[src/utf8r_pkg.sv]
// ----------------------------------------------------------------------------
// utf8r_pkg
// Shared types and helpers for the UTF-8 character reassembler.
// ----------------------------------------------------------------------------
`timescale 1ns / 1ps
`default_nettype none

package utf8r_pkg;

  localparam int unsigned HeldDepth = 3;
  localparam int unsigned MaxRes    = 3;

  localparam logic [7:0] LeadMask1 = 8'h80;
  localparam logic [7:0] LeadMask2 = 8'hE0;
  localparam logic [7:0] LeadPat2  = 8'hC0;
  localparam logic [7:0] LeadMask3 = 8'hF0;
  localparam logic [7:0] LeadPat3  = 8'hE0;
  localparam logic [7:0] LeadMask4 = 8'hF8;
  localparam logic [7:0] LeadPat4  = 8'hF0;
  localparam logic [7:0] ContMask  = 8'hC0;
  localparam logic [7:0] ContPat   = 8'h80;

  typedef enum logic {
    REQ_DATA  = 1'b0,
    REQ_FLUSH = 1'b1
  } req_type_e;

  typedef struct packed {
    logic [31:0] char_bytes;
    logic [2:0]  byte_count;
    logic        is_flush;
    logic        last;
  } res_t;

  // Character length from a lead byte; zero for a byte that cannot lead.
  function automatic logic [2:0] lead_len(logic [7:0] c);
    logic [2:0] len;
    len = 3'd0;
    if ((c & LeadMask1) == 8'h00) begin
      len = 3'd1;
    end else if ((c & LeadMask2) == LeadPat2) begin
      len = 3'd2;
    end else if ((c & LeadMask3) == LeadPat3) begin
      len = 3'd3;
    end else if ((c & LeadMask4) == LeadPat4) begin
      len = 3'd4;
    end
    return len;
  endfunction

endpackage

`default_nettype wire

[src/utf8r_scan.sv]
// ----------------------------------------------------------------------------
// utf8r_scan
// Single-pass framing of held bytes plus one new byte into characters, or a flush of the held bytes.
// ----------------------------------------------------------------------------
`timescale 1ns / 1ps
`default_nettype none

module utf8r_scan
  import utf8r_pkg::*;
(
  input  logic       req_type_i,
  input  logic [7:0] data_byte_i,
  input  logic [7:0] held_i [HeldDepth],
  input  logic [1:0] held_cnt_i,
  output res_t       res_o [MaxRes],
  output logic [1:0] nres_o,
  output logic [7:0] held_o [HeldDepth],
  output logic [1:0] held_cnt_o
);

  always_comb begin : scan_comb
    logic [7:0] bb [4];
    logic [2:0] n;
    logic [2:0] i;
    logic [2:0] len;
    logic [2:0] nres;
    logic [2:0] rem;
    logic       stop;
    logic       ok;

    for (int k = 0; k < MaxRes; k++) begin
      res_o[k] = '0;
    end
    for (int k = 0; k < 4; k++) begin
      bb[k] = '0;
    end
    n    = '0;
    i    = '0;
    len  = '0;
    nres = '0;
    rem  = '0;
    stop = 1'b0;
    ok   = 1'b0;
    for (int k = 0; k < HeldDepth; k++) begin
      held_o[k] = held_i[k];
    end
    held_cnt_o = held_cnt_i;

    if (req_type_i == REQ_FLUSH) begin
      if (held_cnt_i != 2'd0) begin
        for (int k = 0; k < HeldDepth; k++) begin
          if (2'(k) < held_cnt_i) begin
            res_o[0].char_bytes[8*k +: 8] = held_i[k];
          end
        end
        res_o[0].byte_count = {1'b0, held_cnt_i};
        res_o[0].is_flush   = 1'b1;
        res_o[0].last       = 1'b1;
        nres                = 3'd1;
      end
      held_cnt_o = 2'd0;
    end else begin
      for (int k = 0; k < HeldDepth; k++) begin
        bb[k] = held_i[k];
      end
      bb[held_cnt_i] = data_byte_i;
      n = {1'b0, held_cnt_i} + 3'd1;

      for (int s = 0; s < 4; s++) begin
        if (!stop && (i < n)) begin
          len = lead_len(bb[i[1:0]]);
          if (len == 3'd0) begin
            i = i + 3'd1;
          end else if ((i + len) > n) begin
            stop = 1'b1;
          end else begin
            ok = 1'b1;
            for (int j = 1; j < 4; j++) begin
              if ((3'(j) < len) && ((bb[2'(i + 3'(j))] & ContMask) != ContPat)) begin
                ok = 1'b0;
              end
            end
            if (ok) begin
              if (nres < 3'(MaxRes)) begin
                for (int k = 0; k < 4; k++) begin
                  if (3'(k) < len) begin
                    res_o[nres[1:0]].char_bytes[8*k +: 8] = bb[2'(i + 3'(k))];
                  end
                end
                res_o[nres[1:0]].byte_count = len;
                nres = nres + 3'd1;
              end
              i = i + len;
            end else begin
              i = i + 3'd1;
            end
          end
        end
      end

      if (nres != 3'd0) begin
        res_o[2'(nres - 3'd1)].last = 1'b1;
      end

      rem = n - i;
      held_cnt_o = (rem > 3'd3) ? 2'd3 : rem[1:0];
      for (int k = 0; k < HeldDepth; k++) begin
        held_o[k] = bb[2'(i + 3'(k))];
      end
    end

    nres_o = nres[1:0];
  end

endmodule

`default_nettype wire

[src/utf8_char_reassembler_core.sv]
// ----------------------------------------------------------------------------
// utf8_char_reassembler_core
// Frames a byte stream into complete UTF-8 characters of one to four bytes.
//
// Input channel: in_valid_i / in_stall_o carry one request per transfer,
// either a data byte or a flush of the held leftover bytes.
// Output channel: out_valid_o / out_stall_i carry one character (or one
// block of flushed leftovers) per transfer; out_last_o marks the final
// result caused by a request. A request may cause zero to three results.
// Each request is held in the input register, then framed by the scan logic
// into the registered result queue, which presents its first result.
// Throughput: one request per cycle while each request yields at most one
// result and the receiver does not stall; a request with several results
// holds the queue until they drain, and the input register absorbs one
// further request meanwhile. The rate is set by the single output port
// draining the three-entry result queue.
// Reset clears the input register, the result queue and the held count.
// When the receiver stalls, the queue holds its head and the input side
// stalls once the input register is occupied and cannot be drained.
// ----------------------------------------------------------------------------
`timescale 1ns / 1ps
`default_nettype none

module utf8_char_reassembler_core
  import utf8r_pkg::*;
(
  input  logic        clk_i,
  input  logic        rst_ni,
  input  logic        in_valid_i,
  output logic        in_stall_o,
  input  logic        in_req_type_i,
  input  logic [7:0]  in_data_byte_i,
  output logic        out_valid_o,
  input  logic        out_stall_i,
  output logic [31:0] out_char_bytes_o,
  output logic [2:0]  out_byte_count_o,
  output logic        out_is_flush_o,
  output logic        out_last_o
);

  logic       in_v_q, in_v_d;
  logic       in_req_q;
  logic [7:0] in_byte_q;

  logic [7:0] held_q [HeldDepth];
  logic [7:0] held_d [HeldDepth];
  logic [1:0] held_cnt_q, held_cnt_d;

  res_t       res_q [MaxRes];
  res_t       scan_res [MaxRes];
  logic [1:0] scan_nres;
  logic [1:0] res_cnt_q;

  logic in_xfer, out_xfer, res_free, consume;

  utf8r_scan u_scan (
    .req_type_i  (in_req_q),
    .data_byte_i (in_byte_q),
    .held_i      (held_q),
    .held_cnt_i  (held_cnt_q),
    .res_o       (scan_res),
    .nres_o      (scan_nres),
    .held_o      (held_d),
    .held_cnt_o  (held_cnt_d)
  );

  assign out_xfer   = out_valid_o && !out_stall_i;
  assign res_free   = (res_cnt_q == 2'd0) || ((res_cnt_q == 2'd1) && !out_stall_i);
  assign consume    = in_v_q && res_free;
  assign in_stall_o = in_v_q && !res_free;
  assign in_xfer    = in_valid_i && !in_stall_o;
  assign in_v_d     = in_xfer ? 1'b1 : (consume ? 1'b0 : in_v_q);

  always_ff @(posedge clk_i or negedge rst_ni) begin
    if (!rst_ni) begin
      in_v_q <= 1'b0;
    end else begin
      in_v_q <= in_v_d;
    end
  end

  always_ff @(posedge clk_i) begin
    if (in_xfer) begin
      in_req_q  <= in_req_type_i;
      in_byte_q <= in_data_byte_i;
    end
  end

  always_ff @(posedge clk_i or negedge rst_ni) begin
    if (!rst_ni) begin
      held_cnt_q <= 2'd0;
    end else if (consume) begin
      held_cnt_q <= held_cnt_d;
    end
  end

  always_ff @(posedge clk_i) begin
    if (consume) begin
      for (int k = 0; k < HeldDepth; k++) begin
        held_q[k] <= held_d[k];
      end
    end
  end

  // Result queue: head at entry 0, refilled only when empty or when its last entry is draining.
  always_ff @(posedge clk_i or negedge rst_ni) begin
    if (!rst_ni) begin
      res_cnt_q <= 2'd0;
    end else if (consume) begin
      res_cnt_q <= scan_nres;
    end else if (out_xfer) begin
      res_cnt_q <= res_cnt_q - 2'd1;
    end
  end

  always_ff @(posedge clk_i) begin
    if (consume) begin
      for (int k = 0; k < MaxRes; k++) begin
        res_q[k] <= scan_res[k];
      end
    end else if (out_xfer) begin
      for (int k = 0; k < MaxRes - 1; k++) begin
        res_q[k] <= res_q[k+1];
      end
    end
  end

  assign out_valid_o      = (res_cnt_q != 2'd0);
  assign out_char_bytes_o = res_q[0].char_bytes;
  assign out_byte_count_o = res_q[0].byte_count;
  assign out_is_flush_o   = res_q[0].is_flush;
  assign out_last_o       = res_q[0].last;

  a_held_lead: assert property (@(posedge clk_i) disable iff (!rst_ni)
    (held_cnt_q != 2'd0) |-> (lead_len(held_q[0]) > {1'b0, held_cnt_q}))
    else $error("held bytes do not start with an incomplete lead");

  a_last_at_tail: assert property (@(posedge clk_i) disable iff (!rst_ni)
    (res_cnt_q >= 2'd2) |-> !res_q[0].last)
    else $error("last flag ahead of queue tail");

  a_tail_last: assert property (@(posedge clk_i) disable iff (!rst_ni)
    (res_cnt_q == 2'd1) |-> res_q[0].last)
    else $error("queue tail without last flag");

  a_flush_single: assert property (@(posedge clk_i) disable iff (!rst_ni)
    (out_valid_o && out_is_flush_o) |-> (res_cnt_q == 2'd1))
    else $error("flush result not alone");

  a_count_range: assert property (@(posedge clk_i) disable iff (!rst_ni)
    out_valid_o |-> ((out_byte_count_o != 3'd0) && (out_byte_count_o <= 3'd4)))
    else $error("byte count out of range");

endmodule

`default_nettype wire
[config.mk]
export PLATFORM = sky130hd
export DESIGN_NAME = utf8_char_reassembler_core
export DESIGN_NICKNAME = d
export VERILOG_FILES = /design/src/utf8r_pkg.sv /design/src/utf8r_scan.sv /design/src/utf8_char_reassembler_core.sv
export SDC_FILE = /design/constraint.sdc
export NUM_CORES = 1
export LEC_CHECK = 0
export ABC_AREA = 1
export BUFFER_PORTS_ARGS = -buffer_cell sky130_fd_sc_hd__clkbuf_2
export CAP_MARGIN = 15
export CORE_MARGIN = 2
export CORE_UTILIZATION = 58
export CTS_CLUSTER_DIAMETER = 50
export DETAILED_ROUTE_END_ITERATION = 12
export PLACE_DENSITY = 0.87
export SYNTH_ARGS = -nofsm -noshare
export SYNTH_HDL_FRONTEND = slang
export SYNTH_SLANG_ARGS = --single-unit
export TNS_END_PERCENT = 30
[constraint.sdc]
create_clock -name clk_i -period 13.5 [get_ports clk_i]
set_input_delay 2.025 -clock clk_i [delete_from_list [all_inputs] [get_ports clk_i]]
set_output_delay 2.025 -clock clk_i [all_outputs]
set_load 0.01 [all_outputs]
==> results by group <==
Hold path
  – Hold EP: res_q[0][68]
  – Hold path startpoint: res_q[1][31]
  – Hold depth: 2
  – Hold Crit Class: reg2reg

Logic synthesis
  – Post-synthesis sequential area ratio: 0.3219
  – Post-synth EDFFs: 142
  – Post-Syn Area: 13640 um2
  – Largest cells by area after synthesis: edfxtp_1 31%, nand2_1 18%, o21ai_0 9.1%
  – Ys Warns: 0
  – Flops & latches, synth: 147
  – Synth Area per Inst: 6.801 um2
  – Syn Inst Count: 2005
  – Yosys top cell by area: edfxtp_1
  – Main synth FF type: edfxtp_1
  – Async SR Flop Fraction: 0.03401
  – Distinct cell type count after synthesis: 62
  – Top cell type's share of synthesized area: 0.3127

Floorplan
  – Core ar.: 23260 um2
  – Initial core utilization: 0.5862
  – Die Ht: 157.3 um
  – Total die area: 24750 um2
  – Row cnt: 56
  – Die X: 157.3 um
  – Boundary Pins: 52

STA
  – Final setup vio count: 0
  – Worst slew margin: 0.2144
  – Final Critical Period: 12.74 ns
  – FMAX: 78.50 MHz
  – Fin. max-slew vios: 0
  – Tcrit/Tclk final: 0.9436
  – Final Worst Setup Slack: 0.7613 ns
  – Worst Skew: 0.01576 ns
  – Hold Fails Final Rpt: 0
  – Worst-Margin Slew: 1.166 ns

Clocking
  – Clk pin slew, worst setup/hold paths: 0.08 ns
  – Clock latency on the worst-skew pair: 0.44 ns
  – Clock sink total: 147
  – Clock root buffer: clkbuf_16
  – H-tree levels: 4
  – CTS Buf Count: 17
  – Longest Clk Path Bufs: 2
  – Clock tree from TritonCTS: done
  – CTS Hold Bufs: 0

GRT
  – First-pass GRT wire length: 82970 um
  – Initial antenna violation count: 4
  – GRT Util Overall: 0.4580
  – Vias in the first global route: 13350
  – Largest net degree at the start of global routing: 74
  – Grt ovf: 0

Route
  – Vias: 15210
  – WL final: 57580 um
  – Drt initial violations: 2509
  – DRC: 0
  – Antenna Nets Post-Route: 0
  – Drt first pass iters: 7
  – Post-DR wirelength/cell: 24.18 um
  – Via/cell ratio: 6.388

Critical path
  – WS Path Type: reg2reg
  – Crit end category: register
  – Crit path max fanout: 28
  – Type of origin of the critical path: register
  – CP Data Arrival Time: 13.08 ns
  – Crit path required time: 13.84 ns
  – Critical R2R Capture: held_cnt_q[0]
  – Slowest library cell on the worst path: fa_1
  – CP most frequent cell: nand2_1
  – FF-to-FF path depth: 86
  – R2r setup slk: 0.76 ns
  – CP max stage delay: 0.43 ns
  – Worst reg2reg startpoint: held_cnt_q[1]

Finish
  – Synthesis-to-finish area growth: 11.21%
  – Nets: 2099
  – Share of cells above drive strength 1: 0.1567
  – FILL cells: 2130

Job
  – Max-cap viol count: 0

Placed design
  – DP HPWL: 43820 um
  – Post-Place Setup Slack: -0.3969 ns
  – Port bufs: 51
  – Gpl congestion: 1.096

Status
  – Status: complete, no violations
[kinds of logic after synthesis]
kind of cell / Yosys count / synth area share
simple gates: 1034 / 0.3354
flops: 147 / 0.3219
xor+xnor: 8 / 0.005138
other cells: 1 / 0.0002750
buf+inv: 319 / 0.1061
compound gates: 449 / 0.1874
mux: 9 / 0.006790
fa+ha+maj: 38 / 0.03707
[repair_timing]
item / CTS / global route
gates cloned: 0 / 2
pin swaps: 0 / 20
endpoints found under the setup margin: 37 / 127
buffers inserted: 1 / 27
resized for setup: 4 / 48
[area by class of cell]
| type | count | area (um2) | share of cell area |
|---|---|---|---|
| diodes | 1 | 2.502 | 0.0001650 |
| flip-flops and latches | 147 | 4389 | 0.2894 |
| clock buffers | 17 | 425.4 | 0.02805 |
| inverters | 198 | 749.5 | 0.04942 |
| multi-input cells | 1543 | 8060 | 0.5315 |
| repair buffers | 141 | 958.4 | 0.06320 |
| well taps | 319 | 399.1 | 0.02632 |
| clock inverters | 15 | 181.4 | 0.01196 |
[worst max path at each step]
stage,startpoint,endpoint,slack [ns]
final,held_cnt_q[1],held_cnt_q[0],0.76
after CTS,held_cnt_q[1],held_cnt_q[1],0.03
after floorplan,held_cnt_q[0],held_cnt_q[0],0.05
after global placement,held_cnt_q[0],held_cnt_q[1],0.20
after global routing,held_cnt_q[1],held_cnt_q[0],-0.18
after detailed placement,held_cnt_q[1],held_cnt_q[1],-0.40
[stage by stage]
stage	area (um2)	setup TNS [ns]	util	hold WS [ns]	std cells
global route	15160	-0.3181	0.6518	0.5399	2380
CTS	14710	0	0.6323	0.5217	2351
floorplan	13650	0	-	0.4857	2007
detailed placement	14080	-1.678	0.6053	0.5054	2318
global placement	14080	0	0.6053	0.5000	2318
finish	15170	0	0.6519	0.5185	2381
[worst max-delay path: cells and delay by family (launching register included)]
family                   cells  cell delay [ns]
buffers and inverters       17             1.78
AO/OA/AOI/OAI                9             1.47
XOR/XNOR                     4             0.77
flip-flops                   1             0.41
adder cells (fa/ha/maj)     11             3.07
AND/OR/NAND/NOR             45             5.06
[placed cells by master, fill, tap and decap left out, types with 4 or more instances in the layout]
cell,Yosys,layout
xor2_1,4,4
nand3_2,7,9
ha_1,34,28
buf_4,42,87
dfrtp_1,5,5
o211ai_1,42,42
clkbuf_2,0,51
mux2i_1,7,7
o31ai_1,4,4
inv_1,175,168
a211oi_1,6,5
o21ai_1,32,32
nand2_1,636,629
clkinv_8,0,4
nor2_4,5,9
fa_1,4,4
nand2_2,36,38
nor2_2,14,15
nand4_1,19,19
o211a_1,4,4
a21oi_4,3,4
a21oi_2,5,6
nor2_1,96,91
nand2_4,8,12
ha_4,0,5
nor3_1,8,8
o21ai_0,249,247
inv_2,20,25
inv_8,0,5
nand3_1,190,189
xnor2_1,4,4
a21oi_1,69,67
a31oi_1,8,7
o22ai_1,7,7
clkbuf_16,0,17
edfxtp_1,142,142
[per-layer routing]
layer | routed length [um] | vias to the layer above | global-route usage
met5 | 27 | - | 0
li1 | - | 6844 | -
met2 | 24090 | 1211 | 0.6794
met4 | 4590 | 4 | 0.2671
met1 | 20640 | 6847 | 0.5837
met3 | 8235 | 303 | 0.1481
[state kept, by name (all words and copies together) (netlist names)]
| name | flops |
|---|---|
| res_q | 109 |
| held_q | 24 |
| in_byte_q | 8 |
| held_cnt_q | 2 |
| res_cnt_q | 2 |
| in_req_q | 1 |
| in_v_q | 1 |
[cell usage after synthesis (all sizes together), types with 5 or more instances]
cell    instances
inv           195
mux2i           7
o211ai         42
nand4          21
buf            68
ha             34
dfrtp           5
edfxtp        142
clkbuf         53
a31oi           8
a21oi          77
o22ai           7
o21ai         283
nand3         200
a211oi          6
nand2         680
nor3            9
nor2          117
Power is left out: the tool's default activity adds up to more than one toggle a clock period on the data nets, which glitch-free logic cannot reach.
